File: src/rtl/lab_pkg.sv
// ----------------------------------------------------------------------------
// lab_pkg: shared definitions for the lux average brightness map
// Holds the register map, reset values, datapath widths, the controller
// state type and the command and status structs between controller and
// datapath.
// ----------------------------------------------------------------------------
package lab_pkg;

   // Default length of the moving-average window.
   localparam int WINDOW_LEN_DEFAULT = 30;

   // Field widths.
   localparam int TIME_W   = 32;
   localparam int LUX_W    = 16;
   localparam int BRIGHT_W = 8;
   localparam int CSR_AW   = 5;
   localparam int CSR_DW   = 32;

   // Range divider: dividend and divisor widths, two quotient bits a cycle.
   localparam int DIV_NUM_W = 24;
   localparam int DIV_DEN_W = 16;

   // Signed widths of the range map.
   localparam int DIFF_W = LUX_W + 1;
   localparam int SPAN_W = BRIGHT_W + 1;
   localparam int PROD_W = DIFF_W + SPAN_W;

   // Register reset values.
   localparam logic [15:0] PERIOD_RESET   = 16'd200;
   localparam logic [15:0] LOW_RESET      = 16'd1;
   localparam logic [15:0] HIGH_RESET     = 16'd17000;
   localparam logic [7:0]  FLOOR_RESET    = 8'd1;
   localparam logic [7:0]  CEILING_RESET  = 8'd100;

   // Register indexes (byte address divided by four).
   typedef enum logic [2:0] {
      REG_SAMPLE_PERIOD  = 3'd0,
      REG_LUX_RANGE_LOW  = 3'd1,
      REG_LUX_RANGE_HIGH = 3'd2,
      REG_BRIGHT_FLOOR   = 3'd3,
      REG_BRIGHT_CEILING = 3'd4
   } reg_index_type;

   // Controller states.
   typedef enum logic [3:0] {
      ST_IDLE,
      ST_READ,
      ST_UPDATE,
      ST_AVERAGE,
      ST_MAP_MUL,
      ST_MAP_START,
      ST_MAP_WAIT,
      ST_FINISH
   } state_type;

   // Commands from the controller to the datapath.
   typedef struct packed {
      logic        capture;
      logic        ram_read;
      logic        update;
      logic        div_start;
      logic        avg_load;
      logic        mul_load;
      logic        out_load;
   } cmd_type;

   // Status from the datapath to the controller.
   typedef struct packed {
      logic take;
      logic div_busy;
      logic span_zero;
      logic out_free;
   } status_type;

endpackage

File: src/rtl/lab_req_if.sv
// ----------------------------------------------------------------------------
// lab_req_if: input channel of the lux average brightness map
// Carries the millisecond time stamp and the light reading of one word.
// ----------------------------------------------------------------------------
interface lab_req_if;
   logic        valid;
   logic        ready;
   logic [31:0] now_ms;
   logic [15:0] lux;

   modport source (output valid, output now_ms, output lux, input ready);
   modport sink (input valid, input now_ms, input lux, output ready);
endinterface

File: src/rtl/lab_rsp_if.sv
// ----------------------------------------------------------------------------
// lab_rsp_if: result channel of the lux average brightness map
// Carries the window average and the mapped brightness of one word.
// ----------------------------------------------------------------------------
interface lab_rsp_if;
   logic        valid;
   logic        ready;
   logic [15:0] average_lux;
   logic [7:0]  brightness;

   modport source (output valid, output average_lux, output brightness, input ready);
   modport sink (input valid, input average_lux, input brightness, output ready);
endinterface

File: src/rtl/lux_average_brightness_map.sv
// ----------------------------------------------------------------------------
// lux_average_brightness_map: moving-average lux filter with brightness map
//
//   Channel   Direction  Word contents                 Accepted when
//   req_bus   in         now_ms[31:0], lux[15:0]       valid && ready
//   rsp_bus   out        average_lux[15:0],            valid && ready
//                        brightness[7:0]
//   csr       in/out     APB registers at 4*index      psel && penable && pwrite
//
// An item too early for a sample is accepted while idle and gives no word.
// A sampled item runs window update, average, range multiply, division and
// hand-off, skipping the division for an empty lux range; the range divider
// does 12 passes at two bits a cycle; the average is a reciprocal multiply.
// One item is at work at a time; the next is taken while its result waits.
// Reset clears the window at once through per-entry valid bits.
// A stalled result holds the block in its final step until it is taken.
// ----------------------------------------------------------------------------
module lux_average_brightness_map #(
   parameter int WINDOW_LEN = lab_pkg::WINDOW_LEN_DEFAULT
) (
   input  logic                        clock,
   input  logic                        reset,
   lab_req_if.sink                     req_bus,
   lab_rsp_if.source                   rsp_bus,
   input  logic                        psel,
   input  logic                        penable,
   input  logic                        pwrite,
   input  logic [lab_pkg::CSR_AW-1:0]  paddr,
   input  logic [lab_pkg::CSR_DW-1:0]  pwdata,
   output logic [lab_pkg::CSR_DW-1:0]  prdata,
   output logic                        pready
);
   lab_pkg::cmd_type    cmd;
   lab_pkg::status_type status;
   logic                req_ready;

   // The register port never waits.
   assign pready        = 1'b1;
   assign req_bus.ready = req_ready;

   // Sequencing of one sample.
   lab_ctrl u_ctrl (
      .clock     (clock),
      .reset     (reset),
      .req_valid (req_bus.valid),
      .req_ready (req_ready),
      .status    (status),
      .cmd       (cmd)
   );

   // Storage and arithmetic.
   lab_datapath #(
      .WINDOW_LEN (WINDOW_LEN)
   ) u_datapath (
      .clock           (clock),
      .reset           (reset),
      .cmd             (cmd),
      .status          (status),
      .req_now_ms      (req_bus.now_ms),
      .req_lux         (req_bus.lux),
      .rsp_ready       (rsp_bus.ready),
      .rsp_valid       (rsp_bus.valid),
      .rsp_average_lux (rsp_bus.average_lux),
      .rsp_brightness  (rsp_bus.brightness),
      .psel            (psel),
      .penable         (penable),
      .pwrite          (pwrite),
      .paddr           (paddr),
      .pwdata          (pwdata),
      .prdata          (prdata)
   );
endmodule

File: src/rtl/lab_ram.sv
// ----------------------------------------------------------------------------
// lab_ram: generic single-port-write, single-port-read RAM
// One write and one registered read per cycle.
// ----------------------------------------------------------------------------
module lab_ram #(
   parameter int WIDTH = 16,
   parameter int DEPTH = 30
) (
   input  logic                                           clock,
   input  logic                                           wr_en,
   input  logic [((DEPTH > 1) ? $clog2(DEPTH) : 1)-1:0]   wr_addr,
   input  logic [WIDTH-1:0]                               wr_data,
   input  logic                                           rd_en,
   input  logic [((DEPTH > 1) ? $clog2(DEPTH) : 1)-1:0]   rd_addr,
   output logic [WIDTH-1:0]                               rd_data
);
   logic [WIDTH-1:0] mem_ff [DEPTH];
   logic [WIDTH-1:0] rd_data_ff;

   // Write port.
   always_ff @(posedge clock) begin
      if (wr_en) begin
         mem_ff[wr_addr] <= wr_data;
      end
   end

   // Registered read port.
   always_ff @(posedge clock) begin
      if (rd_en) begin
         rd_data_ff <= mem_ff[rd_addr];
      end
   end

   assign rd_data = rd_data_ff;
endmodule

File: src/rtl/lab_div.sv
// ----------------------------------------------------------------------------
// lab_div: iterative unsigned divider
// Restoring division, two quotient bits per cycle. Busy is high from the
// cycle after start until the quotient is ready; the quotient then holds.
// ----------------------------------------------------------------------------
module lab_div (
   input  logic                          clock,
   input  logic                          reset,
   input  logic                          start,
   input  logic [lab_pkg::DIV_NUM_W-1:0] dividend,
   input  logic [lab_pkg::DIV_DEN_W-1:0] divisor,
   output logic                          busy,
   output logic [lab_pkg::DIV_NUM_W-1:0] quotient
);
   localparam int NUM_W   = lab_pkg::DIV_NUM_W;
   localparam int DEN_W   = lab_pkg::DIV_DEN_W;
   localparam int STEPS   = NUM_W / 2;
   localparam int COUNT_W = $clog2(STEPS);

   logic               busy_ff, busy_in;
   logic [COUNT_W-1:0] count_ff, count_in;
   logic [NUM_W-1:0]   quo_ff, quo_in;
   logic [DEN_W-1:0]   rem_ff, rem_in;
   logic [DEN_W-1:0]   den_ff, den_in;

   logic [DEN_W:0]     trial1, trial2;
   logic [DEN_W-1:0]   rem1;
   logic [NUM_W-1:0]   quo1, quo2;
   logic               ge1, ge2;

   // Two dependent restoring steps.
   always_comb begin
      trial1 = {rem_ff, quo_ff[NUM_W-1]};
      ge1    = trial1 >= {1'b0, den_ff};
      rem1   = ge1 ? DEN_W'(trial1 - {1'b0, den_ff}) : DEN_W'(trial1);
      quo1   = {quo_ff[NUM_W-2:0], ge1};
      trial2 = {rem1, quo1[NUM_W-1]};
      ge2    = trial2 >= {1'b0, den_ff};
      quo2   = {quo1[NUM_W-2:0], ge2};
   end

   // Sequencing of the iterations.
   always_comb begin
      busy_in  = busy_ff;
      count_in = count_ff;
      quo_in   = quo_ff;
      rem_in   = rem_ff;
      den_in   = den_ff;
      if (start) begin
         busy_in  = 1'b1;
         count_in = '0;
         quo_in   = dividend;
         rem_in   = '0;
         den_in   = divisor;
      end else if (busy_ff) begin
         quo_in   = quo2;
         rem_in   = ge2 ? DEN_W'(trial2 - {1'b0, den_ff}) : DEN_W'(trial2);
         count_in = COUNT_W'(count_ff + 1'b1);
         if (count_ff == COUNT_W'(STEPS - 1)) begin
            busy_in = 1'b0;
         end
      end
   end

   always_ff @(posedge clock) begin
      if (reset) begin
         busy_ff  <= 1'b0;
         count_ff <= '0;
      end else begin
         busy_ff  <= busy_in;
         count_ff <= count_in;
      end
   end

   always_ff @(posedge clock) begin
      quo_ff <= quo_in;
      rem_ff <= rem_in;
      den_ff <= den_in;
   end

   assign busy     = busy_ff;
   assign quotient = quo_ff;

`ifndef SYNTHESIS
   // The divider finishes exactly after its fixed number of iterations.
   a_div_length: assert property (@(posedge clock) disable iff (reset)
      (busy_ff && !start && count_ff == COUNT_W'(STEPS - 1)) |=> !busy_ff)
      else $error("divider did not finish after its last iteration");
`endif
endmodule

File: src/rtl/lab_ctrl.sv
// ----------------------------------------------------------------------------
// lab_ctrl: controller of the lux average brightness map
// Sequences one sample through window update, averaging, range multiply,
// range division (skipped for an empty lux range) and result hand-off.
// ----------------------------------------------------------------------------
module lab_ctrl (
   input  logic                clock,
   input  logic                reset,
   input  logic                req_valid,
   output logic                req_ready,
   input  lab_pkg::status_type status,
   output lab_pkg::cmd_type    cmd
);
   lab_pkg::state_type state_ff, state_in;

   // State register.
   always_ff @(posedge clock) begin
      if (reset) begin
         state_ff <= lab_pkg::ST_IDLE;
      end else begin
         state_ff <= state_in;
      end
   end

   // Next state and commands.
   always_comb begin
      state_in      = state_ff;
      cmd           = '0;
      req_ready     = 1'b0;
      unique case (state_ff)
         lab_pkg::ST_IDLE: begin
            req_ready = 1'b1;
            if (req_valid && status.take) begin
               cmd.capture = 1'b1;
               state_in    = lab_pkg::ST_READ;
            end
         end
         lab_pkg::ST_READ: begin
            cmd.ram_read = 1'b1;
            state_in     = lab_pkg::ST_UPDATE;
         end
         lab_pkg::ST_UPDATE: begin
            cmd.update = 1'b1;
            state_in   = lab_pkg::ST_AVERAGE;
         end
         lab_pkg::ST_AVERAGE: begin
            cmd.avg_load = 1'b1;
            state_in     = lab_pkg::ST_MAP_MUL;
         end
         lab_pkg::ST_MAP_MUL: begin
            cmd.mul_load = 1'b1;
            state_in     = lab_pkg::ST_MAP_START;
         end
         lab_pkg::ST_MAP_START: begin
            // An empty lux range needs no division.
            if (status.span_zero) begin
               state_in = lab_pkg::ST_FINISH;
            end else begin
               cmd.div_start = 1'b1;
               state_in      = lab_pkg::ST_MAP_WAIT;
            end
         end
         lab_pkg::ST_MAP_WAIT: begin
            if (!status.div_busy) begin
               state_in = lab_pkg::ST_FINISH;
            end
         end
         lab_pkg::ST_FINISH: begin
            if (status.out_free) begin
               cmd.out_load = 1'b1;
               state_in     = lab_pkg::ST_IDLE;
            end
         end
         default: begin
            state_in = lab_pkg::ST_IDLE;
         end
      endcase
   end
endmodule

File: src/rtl/lab_datapath.sv
// ----------------------------------------------------------------------------
// lab_datapath: datapath of the lux average brightness map
// Holds the registers, the sample window with its valid bits and running
// sum, the reciprocal multiplier for the average, the range multiplier, the
// iterative range divider and the result register.
// ----------------------------------------------------------------------------
module lab_datapath #(
   parameter int WINDOW_LEN = lab_pkg::WINDOW_LEN_DEFAULT
) (
   input  logic                           clock,
   input  logic                           reset,
   input  lab_pkg::cmd_type               cmd,
   output lab_pkg::status_type            status,
   input  logic [lab_pkg::TIME_W-1:0]     req_now_ms,
   input  logic [lab_pkg::LUX_W-1:0]      req_lux,
   input  logic                           rsp_ready,
   output logic                           rsp_valid,
   output logic [lab_pkg::LUX_W-1:0]      rsp_average_lux,
   output logic [lab_pkg::BRIGHT_W-1:0]   rsp_brightness,
   input  logic                           psel,
   input  logic                           penable,
   input  logic                           pwrite,
   input  logic [lab_pkg::CSR_AW-1:0]     paddr,
   input  logic [lab_pkg::CSR_DW-1:0]     pwdata,
   output logic [lab_pkg::CSR_DW-1:0]     prdata
);
   localparam int SLOT_W  = (WINDOW_LEN > 1) ? $clog2(WINDOW_LEN) : 1;
   localparam int TOTAL_W = lab_pkg::LUX_W + $clog2(WINDOW_LEN);
   localparam int LUX_W   = lab_pkg::LUX_W;
   localparam int NUM_W   = lab_pkg::DIV_NUM_W;
   localparam int DEN_W   = lab_pkg::DIV_DEN_W;
   localparam int DIFF_W  = lab_pkg::DIFF_W;
   localparam int SPAN_W  = lab_pkg::SPAN_W;
   localparam int PROD_W  = lab_pkg::PROD_W;
   localparam int RES_W   = NUM_W + 2;

   // Reciprocal of the window length, exact for every sum below 2**TOTAL_W.
   localparam int     AVG_SHIFT  = TOTAL_W + $clog2(WINDOW_LEN);
   localparam int     MUL_W      = TOTAL_W + 2;
   localparam int     AVG_PROD_W = TOTAL_W + MUL_W;
   localparam longint AVG_MUL    = ((longint'(1) << AVG_SHIFT) + longint'(WINDOW_LEN) - 1)
                                   / longint'(WINDOW_LEN);

   // Configuration registers.
   logic [15:0] period_ff, low_ff, high_ff;
   logic [7:0]  floor_ff, ceiling_ff;
   logic        csr_write;
   lab_pkg::reg_index_type csr_index;

   // Sample state.
   logic [lab_pkg::TIME_W-1:0] last_ms_ff;
   logic [LUX_W-1:0]           lux_ff;
   logic [SLOT_W-1:0]          slot_ff, slot_in;
   logic [WINDOW_LEN-1:0]      valid_ff;
   logic [TOTAL_W-1:0]         total_ff;
   logic [LUX_W-1:0]           ram_rd_data, old_lux;
   logic [lab_pkg::TIME_W-1:0] elapsed;
   logic [AVG_PROD_W-1:0]      avg_prod;

   // Range map.
   logic [LUX_W-1:0]         avg_ff;
   logic signed [PROD_W-1:0] num_ff;
   logic signed [DIFF_W-1:0] span_ff;
   logic signed [DIFF_W-1:0] diff_in, span_in;
   logic signed [SPAN_W-1:0] out_span_in;
   logic [PROD_W-1:0]        num_mag;
   logic [DIFF_W-1:0]        span_mag;
   logic                     neg;

   // Divider.
   logic [NUM_W-1:0] div_dividend, div_quotient;
   logic [DEN_W-1:0] div_divisor;
   logic             div_busy;

   // Result.
   logic signed [RES_W-1:0] quo_signed, res_sum;
   logic [7:0]              bright_in;
   logic                    rsp_valid_ff;
   logic [LUX_W-1:0]        rsp_avg_ff;
   logic [7:0]              rsp_bright_ff;

   // Register writes and reads.
   assign csr_write = psel && penable && pwrite;
   assign csr_index = lab_pkg::reg_index_type'(paddr[4:2]);

   always_ff @(posedge clock) begin
      if (reset) begin
         period_ff  <= lab_pkg::PERIOD_RESET;
         low_ff     <= lab_pkg::LOW_RESET;
         high_ff    <= lab_pkg::HIGH_RESET;
         floor_ff   <= lab_pkg::FLOOR_RESET;
         ceiling_ff <= lab_pkg::CEILING_RESET;
      end else if (csr_write) begin
         unique case (csr_index)
            lab_pkg::REG_SAMPLE_PERIOD:  period_ff  <= pwdata[15:0];
            lab_pkg::REG_LUX_RANGE_LOW:  low_ff     <= pwdata[15:0];
            lab_pkg::REG_LUX_RANGE_HIGH: high_ff    <= pwdata[15:0];
            lab_pkg::REG_BRIGHT_FLOOR:   floor_ff   <= pwdata[7:0];
            lab_pkg::REG_BRIGHT_CEILING: ceiling_ff <= pwdata[7:0];
            default: begin
            end
         endcase
      end
   end

   always_comb begin
      unique case (csr_index)
         lab_pkg::REG_SAMPLE_PERIOD:  prdata = {16'd0, period_ff};
         lab_pkg::REG_LUX_RANGE_LOW:  prdata = {16'd0, low_ff};
         lab_pkg::REG_LUX_RANGE_HIGH: prdata = {16'd0, high_ff};
         lab_pkg::REG_BRIGHT_FLOOR:   prdata = {24'd0, floor_ff};
         lab_pkg::REG_BRIGHT_CEILING: prdata = {24'd0, ceiling_ff};
         default:                     prdata = '0;
      endcase
   end

   // A sample is taken when the wrapped elapsed time exceeds the period.
   assign elapsed     = req_now_ms - last_ms_ff;
   assign status.take = elapsed > {16'd0, period_ff};

   always_ff @(posedge clock) begin
      if (reset) begin
         last_ms_ff <= '0;
      end else if (cmd.capture) begin
         last_ms_ff <= req_now_ms;
      end
   end

   always_ff @(posedge clock) begin
      if (cmd.capture) begin
         lux_ff <= req_lux;
      end
   end

   // Window storage; entries never written count as zero through the valid bits.
   lab_ram #(
      .WIDTH (LUX_W),
      .DEPTH (WINDOW_LEN)
   ) u_window (
      .clock   (clock),
      .wr_en   (cmd.update),
      .wr_addr (slot_ff),
      .wr_data (lux_ff),
      .rd_en   (cmd.ram_read),
      .rd_addr (slot_ff),
      .rd_data (ram_rd_data)
   );

   assign old_lux = valid_ff[slot_ff] ? ram_rd_data : '0;
   assign slot_in = (slot_ff == SLOT_W'(WINDOW_LEN - 1)) ? '0 : SLOT_W'(slot_ff + 1'b1);

   // Running sum, valid bits and write slot.
   always_ff @(posedge clock) begin
      if (reset) begin
         slot_ff  <= '0;
         valid_ff <= '0;
         total_ff <= '0;
      end else if (cmd.update) begin
         slot_ff           <= slot_in;
         valid_ff[slot_ff] <= 1'b1;
         total_ff          <= total_ff - TOTAL_W'(old_lux) + TOTAL_W'(lux_ff);
      end
   end

   // Window average: the sum times the scaled reciprocal of the length.
   assign avg_prod = AVG_PROD_W'(total_ff) * AVG_PROD_W'(AVG_MUL);

   // Signed differences of the range map.
   assign diff_in     = $signed({1'b0, avg_ff}) - $signed({1'b0, low_ff});
   assign span_in     = $signed({1'b0, high_ff}) - $signed({1'b0, low_ff});
   assign out_span_in = $signed({1'b0, ceiling_ff}) - $signed({1'b0, floor_ff});

   always_ff @(posedge clock) begin
      if (cmd.avg_load) begin
         avg_ff <= avg_prod[AVG_SHIFT +: LUX_W];
      end
      if (cmd.mul_load) begin
         num_ff  <= diff_in * out_span_in;
         span_ff <= span_in;
      end
   end

   assign status.span_zero = (span_ff == '0);
   assign num_mag  = num_ff[PROD_W-1] ? PROD_W'(-num_ff) : PROD_W'(num_ff);
   assign span_mag = span_ff[DIFF_W-1] ? DIFF_W'(-span_ff) : DIFF_W'(span_ff);
   assign neg      = num_ff[PROD_W-1] ^ span_ff[DIFF_W-1];

   // Range divider operands: magnitudes of the product and the lux span.
   assign div_dividend = num_mag[NUM_W-1:0];
   assign div_divisor  = span_mag[DEN_W-1:0];

   lab_div u_div (
      .clock    (clock),
      .reset    (reset),
      .start    (cmd.div_start),
      .dividend (div_dividend),
      .divisor  (div_divisor),
      .busy     (div_busy),
      .quotient (div_quotient)
   );

   assign status.div_busy = div_busy;

   // Brightness: signed quotient plus floor, saturated to a byte; the floor alone for an empty lux range.
   always_comb begin
      quo_signed = neg ? -$signed({2'b00, div_quotient}) : $signed({2'b00, div_quotient});
      res_sum    = quo_signed + $signed({{(RES_W - 8){1'b0}}, floor_ff});
      if (status.span_zero) begin
         bright_in = floor_ff;
      end else if (res_sum[RES_W-1]) begin
         bright_in = 8'd0;
      end else if (res_sum > $signed(RES_W'(255))) begin
         bright_in = 8'd255;
      end else begin
         bright_in = res_sum[7:0];
      end
   end

   // Result register.
   assign status.out_free = !rsp_valid_ff || rsp_ready;

   always_ff @(posedge clock) begin
      if (reset) begin
         rsp_valid_ff <= 1'b0;
      end else if (cmd.out_load) begin
         rsp_valid_ff <= 1'b1;
      end else if (rsp_ready) begin
         rsp_valid_ff <= 1'b0;
      end
   end

   always_ff @(posedge clock) begin
      if (cmd.out_load) begin
         rsp_avg_ff    <= avg_ff;
         rsp_bright_ff <= bright_in;
      end
   end

   assign rsp_valid       = rsp_valid_ff;
   assign rsp_average_lux = rsp_avg_ff;
   assign rsp_brightness  = rsp_bright_ff;

`ifndef SYNTHESIS
   // An empty window always has a zero running sum.
   a_empty_total: assert property (@(posedge clock) disable iff (reset)
      (valid_ff == '0) |-> (total_ff == '0))
      else $error("running sum is not zero for an empty window");

   // The write slot never leaves the window.
   a_slot_range: assert property (@(posedge clock) disable iff (reset)
      slot_ff <= SLOT_W'(WINDOW_LEN - 1))
      else $error("write slot outside the window");

   // A new result never overwrites one that is still waiting.
   a_no_overwrite: assert property (@(posedge clock) disable iff (reset)
      cmd.out_load |-> (!rsp_valid_ff || rsp_ready))
      else $error("result register overwritten while waiting");

   // A division started is seen as busy by the controller.
   a_div_started: assert property (@(posedge clock) disable iff (reset)
      cmd.div_start |=> status.div_busy)
      else $error("divider not busy after start");
`endif
endmodule

File: src/flat_wrapper.sv
// flat-port wrapper written by rule: the top's interface ports become plain ports
module lux_average_brightness_map_flat 
#(
   parameter int WINDOW_LEN = lab_pkg::WINDOW_LEN_DEFAULT
)
  (clock, reset, psel, penable, pwrite, paddr, pwdata, prdata, pready, req_bus_valid, req_bus_now_ms, req_bus_lux, req_bus_ready, rsp_bus_valid, rsp_bus_average_lux, rsp_bus_brightness, rsp_bus_ready);
  lab_req_if req_bus_i ();
  lab_rsp_if rsp_bus_i ();
  input  logic clock;
  input  logic reset;
  input  logic psel;
  input  logic penable;
  input  logic pwrite;
  input  logic [lab_pkg::CSR_AW-1:0] paddr;
  input  logic [lab_pkg::CSR_DW-1:0] pwdata;
  output logic [lab_pkg::CSR_DW-1:0] prdata;
  output logic pready;
  input wire logic [$bits(req_bus_i.valid)-1:0] req_bus_valid;
  input wire logic [$bits(req_bus_i.now_ms)-1:0] req_bus_now_ms;
  input wire logic [$bits(req_bus_i.lux)-1:0] req_bus_lux;
  output wire logic [$bits(req_bus_i.ready)-1:0] req_bus_ready;
  output wire logic [$bits(rsp_bus_i.valid)-1:0] rsp_bus_valid;
  output wire logic [$bits(rsp_bus_i.average_lux)-1:0] rsp_bus_average_lux;
  output wire logic [$bits(rsp_bus_i.brightness)-1:0] rsp_bus_brightness;
  input wire logic [$bits(rsp_bus_i.ready)-1:0] rsp_bus_ready;
  assign req_bus_i.valid = req_bus_valid;
  assign req_bus_i.now_ms = req_bus_now_ms;
  assign req_bus_i.lux = req_bus_lux;
  assign req_bus_ready = req_bus_i.ready;
  assign rsp_bus_valid = rsp_bus_i.valid;
  assign rsp_bus_average_lux = rsp_bus_i.average_lux;
  assign rsp_bus_brightness = rsp_bus_i.brightness;
  assign rsp_bus_i.ready = rsp_bus_ready;
  lux_average_brightness_map #(.WINDOW_LEN(WINDOW_LEN)) u_core (.clock(clock), .reset(reset), .req_bus(req_bus_i), .rsp_bus(rsp_bus_i), .psel(psel), .penable(penable), .pwrite(pwrite), .paddr(paddr), .pwdata(pwdata), .prdata(prdata), .pready(pready));
endmodule
File: config.mk
export PLATFORM = sky130hd
export DESIGN_NAME = lux_average_brightness_map_flat
export DESIGN_NICKNAME = d
export VERILOG_FILES = /design/src/rtl/lab_pkg.sv /design/src/rtl/lab_req_if.sv /design/src/rtl/lab_rsp_if.sv /design/src/rtl/lux_average_brightness_map.sv /design/src/rtl/lab_ram.sv /design/src/rtl/lab_div.sv /design/src/rtl/lab_ctrl.sv /design/src/rtl/lab_datapath.sv /design/src/flat_wrapper.sv
export SDC_FILE = /design/constraint.sdc
export NUM_CORES = 2
export LEC_CHECK = 0
export ABC_AREA = 1
export BUFFER_PORTS_ARGS = -buffer_cell sky130_fd_sc_hd__buf_2
export CAP_MARGIN = 20
export CORE_ASPECT_RATIO = 1.5
export CORE_MARGIN = 1.5
export CORE_UTILIZATION = 62
export CTS_CLUSTER_DIAMETER = 60
export DETAILED_ROUTE_END_ITERATION = 16
export PLACE_DENSITY = 0.79
export SETUP_SLACK_MARGIN = 0.15
export SLEW_MARGIN = 20
export SYNTH_ARGS = -nofsm -noshare
export SYNTH_HDL_FRONTEND = slang
export SYNTH_HIERARCHICAL = 1
export SYNTH_SLANG_ARGS = --single-unit
File: constraint.sdc
create_clock -name clock -period 20.3 [get_ports clock]
set_clock_uncertainty 0.05 [all_clocks]
set_input_delay 1.015 -clock clock [delete_from_list [all_inputs] [get_ports clock]]
set_output_delay 1.015 -clock clock [all_outputs]
set_load 0.02 [all_outputs]
**Yosys cells after proc, flatten, opt, wreduce, memory -nomap -nowiden**

Memory sizes are Yosys's and may differ from the RTL's. A register that Yosys moved wholly into a read port is not among the register bits.
Cells that the tools add are included.
W data, S select, Z words.

- Add/subtract/negate cells: 14
- Multipliers: 2
- $lt $le $gt $ge: 6
- Eq/ne operators: 16
- Multiplexer cells: 40
- Bitwise gates (word level): 2
- Reductions and logical operators: 18

Operator list:

| cell | count |
|---|---|
| $pmux W16 S5 | 1 |
| $mux W24 | 3 |
| $mux W16 | 4 |
| $mul A21 B22 Y42 const B | 1 |
| $ge A17 B16 Y1 | 2 |
| $sub A16 B16 Y17 | 2 |
| $gt A32 B16 Y1 | 1 |
| $pmux W4 S8 | 1 |
| $sub A16 B16 Y16 | 2 |
| $sub A32 B32 Y32 | 1 |
| $or A30 B30 Y30 | 1 |
| $add A26 B9 Y26 | 1 |
| $gt A26 B9 Y1 const B | 1 |
| $mul A17 B9 Y26 | 1 |
| $mux W26 | 1 |
| $neg A24 Y26 | 1 |
| $mux W8 | 3 |
| $neg A24 Y24 | 1 |
| $add A21 B16 Y21 | 1 |
| $mux W1 | 21 |
| $sub A21 B16 Y21 | 1 |
| $logic_not A17 Y1 | 1 |
| $eq A4 B3 Y1 const B | 4 |
| $neg A16 Y16 | 1 |
| 28 further kinds | 41 |

- Flip-flop bits (word level): 317
- RAM bits: 480
- Input port bits: 92
- Output and inout bits: 59
- Logic and storage cells: 121
- Memories kept: 1

Memories:

| name | words | bits a word | read ports | clocked after Yosys merged registers in | write ports | line | source |
|---|---|---|---|---|---|---|---|
| u_core.u_datapath.u_window.mem_ff | 30 | 16 | 1 | 1 | 1 | lab_ram.sv:17 | `logic [WIDTH-1:0] mem_ff [DEPTH];` |

**Depth between registers and ports, before layout**

- Word-level depth: 7
- Depth in mapped cells: 34
- Gate-level depth less buffers: 34

**By module**

Netlist, hierarchy kept.

Modules (own cells, without submodules):

| module | times used | cells each | area an instance (µm²) | seq. area each (µm²) |
|---|---|---|---|---|
| lab_datapath | 1 | 3443 | 26910.8 | 6005.8 |
| lab_ram | 1 | 1693 | 20106.8 | 14894.3 |
| lab_div | 1 | 659 | 4634.4 | 1621.6 |
| lab_ctrl | 1 | 39 | 241.5 | 60.1 |
| lux_average_brightness_map | 1 | 2 | 11.3 | 0.0 |

**Worst setup path before layout**

No wires, ideal clock.

- Path type: register to register
- From: register u_core.u_datapath.floor_ff[1]
- To: register u_core.u_datapath.num_ff[23], data pin
- Setup time: 262 ps
- Arrival time: 6412 ps
- Required time: 19988 ps
- Setup slack: 13576 ps
- Stages on the path, launching flop included: 31
- Buffers on the path: 0
- Period minus slack after synthesis: 6724 ps
- Cell sequence: dfxtp_1 inv_1 ha_1 a21oi_1 o21bai_1 a21oi_1 o21bai_1 a21oi_1 o21ai_0 xnor2_1 inv_1 nand2_1 fa_1 fa_1 inv_1 fa_1 fa_1 inv_1 fa_1 inv_1 ha_1 a21oi_1 nand2_1 a21oi_1 o21bai_1 a21boi_0 o21ai_0 a21boi_0 o21bai_1 a21oi_1 xor2_1

- Cells in the longest elaborated chain, start to end: 2

RTL lines:

| what | line | source |
|---|---|---|
| start, declared | lab_datapath.sv:46 | `logic [7:0] floor_ff, ceiling_ff;` |
| start signal, assigned | lab_datapath.sv:91 | `floor_ff <= lab_pkg::FLOOR_RESET;` |
| start signal, assigned | lab_datapath.sv:98 | `lab_pkg::REG_BRIGHT_FLOOR: floor_ff <= pwdata[7:0];` |
| $sub A8 B8 Y9 | lab_datapath.sv:171 | `assign out_span_in = $signed({1'b0, ceiling_ff}) - $signed({1'b0, floor_ff});` |
| $mul A17 B9 Y26 | lab_datapath.sv:178 | `num_ff <= diff_in * out_span_in;` |
| end signal, assigned | lab_datapath.sv:178 |  |
| end, declared | lab_datapath.sv:62 | `logic signed [PROD_W-1:0] num_ff;` |

Every way passes these cells.
A chain may end at the register's enable or synchronous reset.

**Worst setup path after layout**

- From: register u_core.u_datapath.low_ff[0]
- To: register u_core.u_datapath.num_ff[23], data pin

- Cells in the longest elaborated chain, start to end: 2

RTL lines:

| what | line | source |
|---|---|---|
| start, declared | lab_datapath.sv:45 | `logic [15:0] period_ff, low_ff, high_ff;` |
| start signal, assigned | lab_datapath.sv:89 | `low_ff <= lab_pkg::LOW_RESET;` |
| start signal, assigned | lab_datapath.sv:96 | `lab_pkg::REG_LUX_RANGE_LOW: low_ff <= pwdata[15:0];` |
| $sub A16 B16 Y17 | lab_datapath.sv:169 | `assign diff_in = $signed({1'b0, avg_ff}) - $signed({1'b0, low_ff});` |
| $mul A17 B9 Y26 | lab_datapath.sv:178 |  |

Every way passes these cells.

==> flow_summary.json <==
{
  "dp_hpwl_um": 97000,
  "ys_warn_count": 6,
  "cp_data_required_time_ns": 20.70,
  "wl_um": 136000,
  "drtAntennaViolNets": 0,
  "design.die.area_um2": 85500,
  "outcome": "finished clean",
  "die_h_um": 357,
  "cts_setup_buffers": 0,
  "avgSynthCellArea_um2": 8.89,
  "cts-root-buf": "clkbuf_16",
  "cts_resized": 0,
  "pin_count": 151,
  "clockBufferDepth": 3,
  "grt_pass1_wl_um": 211000,
  "crit_path_start_kind": "flip-flop",
  "ys_top_cells_by_count": "nand2_1, inv_1, edfxtp_1",
  "grt-ovfl-total": 0,
  "ys.flop_type": "edfxtp_1",
  "dr.pass1.iters": 6,
  "relSlewSlack_pct": 21.5,
  "final_nets": 6606,
  "netlist_instances": 5836,
  "cellLeakagePower_nw": 25.3,
  "grt_max_degree": 96,
  "via_count": 40499,
  "tritoncts": "built",
  "max_freq_mhz": 123,
  "gp_congestion": 0.986,
  "cpPeakStageDelay_ns": 0.69,
  "drive_gt1_share_pct": 6.63,
  "rsz0062_at_grt": "no",
  "max-cap-violations": 0,
  "viasPerCell": 5.70,
  "period_needed_ns": 8.11,
  "antenna_found_initial": 5,
  "p_per_area_nw_per_um2": 84.8,
  "end_kind": "flip-flop",
  "synthArstFlopShare_pct": 0,
  "std_cell_rows": 129,
  "syn2layout_area_growth_pct": 7.87,
  "synth_most_common_cell": "nand2_1",
  "ys_types": 64,
  "critical_path.slowest_cell": "xor2_1",
  "clock_latency_ns": 0.65,
  "synth.top_cell.area_share_pct": 36.7,
  "first_global_vias": 40081,
  "synth_area_leaders": "edfxtp_1, nand2_1, ha_1",
  "ir_worst_vdd_uv": 82.7,
  "tightest_slew_ns": 1.18,
  "clk_pin_slew_worst_paths_ns": 0.06,
  "post_drt_wl_per_cell_um": 19.1,
  "hold_viol_final": 0,
  "multi_input_area_um2": 25400,
  "slew_violations": 0,
  "r2r_setup_slack_ns": 12.19,
  "synth-edff-count": 634,
  "place_ws_ns": 12.50,
  "fin_util_pct": 67.8,
  "arrival_ns": 8.51,
  "drc": 0,
  "setup_violations": 0,
  "htreeDepth": 3,
  "synth_area_um2": 51900,
  "fin_setup_tns_ns": 0,
  "cts_buffers": 79,
  "worstPathMaxFanout": 9,
  "yosysTopAreaCell": "edfxtp_1",
  "grtUsageTotal_pct": 31.9,
  "synth_seq_cells": 811,
  "worstHoldPathType": "flip-flop to flip-flop",
  "place.port_buffers": 115,
  "fill_cells": 6515,
  "design.core.area_um2": 82600,
  "start_util_pct": 62.8,
  "drt_iter0_markers": 3404,
  "period_share_pct": 39.9,
  "worstSetupPathType": "flip-flop to flip-flop",
  "cts_sinks": 811,
  "die_w_um": 239,
  "ys_seq_area_share_pct": 43.5,
  "fin_ws_ns": 12.19,
  "seqCellArea_um2": 22600,
  "worst_path_most_repeated_cell": "nand2_1",
  "hold_buffers": 0
}
==> power by group <==
group | internal [mW] | switching [mW]
combinational | 0.535 | 0.873
sequential | 1.87 | 0.0289
clock | 0.796 | 0.645
==> critical path, delay by kind of cell, from the launching register on <==
family          cells  cell delay [ns]
simple gates        7             0.65
fa+ha+maj           8             3.51
compound gates      8             2.23
xor+xnor            2             0.94
buf+inv             2             0.14
flops               1             0.41
==> per-layer routing <==
| layer | GRT usage, % | wire (um) | vias to the layer above | share of wire (%) |
|---|---|---|---|---|
| met3 | 5.10 | 9730 | 448 | 7.2 |
| li1 | - | - | 19371 | - |
| met1 | 34.6 | 47000 | 19049 | 35 |
| met2 | 56.0 | 68000 | 1629 | 50 |
| met4 | 24.2 | 11000 | 2 | 8.1 |
| met5 | 0 | 16 | - | 0.012 |
==> per-stage QoR <==
stage / std cells / hold WS, ns / power, mW / instance area [um^2]
6_report: 7101 / 0.395 / 4.75 / 56000
5_1_grt: 7100 / 0.409 / 5.02 / 56000
4_1_cts: 7093 / 0.397 / 4.76 / 55900
3_5_place_dp: 6949 / 0.387 / 3.32 / 53400
3_3_place_gp: 6949 / 0.383 / 3.28 / 53400
2_1_floorplan: 5851 / 0.376 / 2.96 / 52000
==> flip-flops by register name, summed over array words and instances (netlist names), 16 cells and up <==
| signal | cells |
|---|---|
| u_core/u_datapath/u_div/den_ff | 16 |
| u_core/u_datapath/num_ff | 25 |
| u_core/u_datapath/rsp_average_lux | 16 |
| u_core/u_datapath/u_div/quotient | 24 |
| u_core/u_datapath/u_window/mem_ff | 480 |
| u_core/u_datapath/u_div/rem_ff | 16 |
| u_core/u_datapath/span_ff | 17 |
| u_core/u_datapath/low_ff | 16 |
| u_core/u_datapath/avg_ff | 16 |
| u_core/u_datapath/u_window/rd_data | 16 |
| u_core/u_datapath/lux_ff | 16 |
| u_core/u_datapath/last_ms_ff | 32 |
| u_core/u_datapath/total_ff | 21 |
| u_core/u_datapath/period_ff | 16 |
| u_core/u_datapath/valid_ff | 30 |
| u_core/u_datapath/high_ff | 16 |
==> cell families after synthesis <==
kind of cell | Yosys count | share of synthesized area, %
xor+xnor | 185 | 3.14
flops | 811 | 43.5
buf+inv | 975 | 7.80
other cells | 2 | 0.0145
fa+ha+maj | 592 | 17.3
simple gates | 2594 | 21.0
compound gates | 677 | 7.23
==> final timing paths <==
path                              endpoint                           from  cells past startpoint
min reg2reg  u_core/u_datapath/valid_ff[0]  u_core/u_datapath/valid_ff[0]                      2
min          u_core/u_datapath/valid_ff[0]  u_core/u_datapath/valid_ff[0]                      2
max reg2reg   u_core/u_datapath/num_ff[23]    u_core/u_datapath/low_ff[0]                     27
max           u_core/u_datapath/num_ff[23]    u_core/u_datapath/low_ff[0]                     27
==> final cells by class <==
class	instances	area share, %
antenna	3	0.0134
multi-input combinational	4065	45.4
inverter	780	5.25
tap	1113	2.49
timing repair buffer	185	2.04
clock buffer	105	3.85
sequential	811	40.3
clock inverter	39	0.659
==> cell usage in the layout (no fill, tap or decap), drive strengths merged, types with 5 or more instances in the layout <==
master and n:
a211oi 6, a21boi 12, a21o 11, a21oi 325, a221oi 6, a31oi 19, buf 185, clkbuf 105
clkinv 36, conb 17, dfxtp 177, edfxtp 634, fa 209, ha 383, inv 778, nand2 1536
nand3 501, nand3b 17, nand4 50, nor2 399, nor3 60, nor3b 5, nor4 7, o211ai 9
o21a 11, o21ai 229, o21bai 20, o221ai 18, or2 13, xnor2 74, xor2 111
Power figures use the tool's default switching activity.
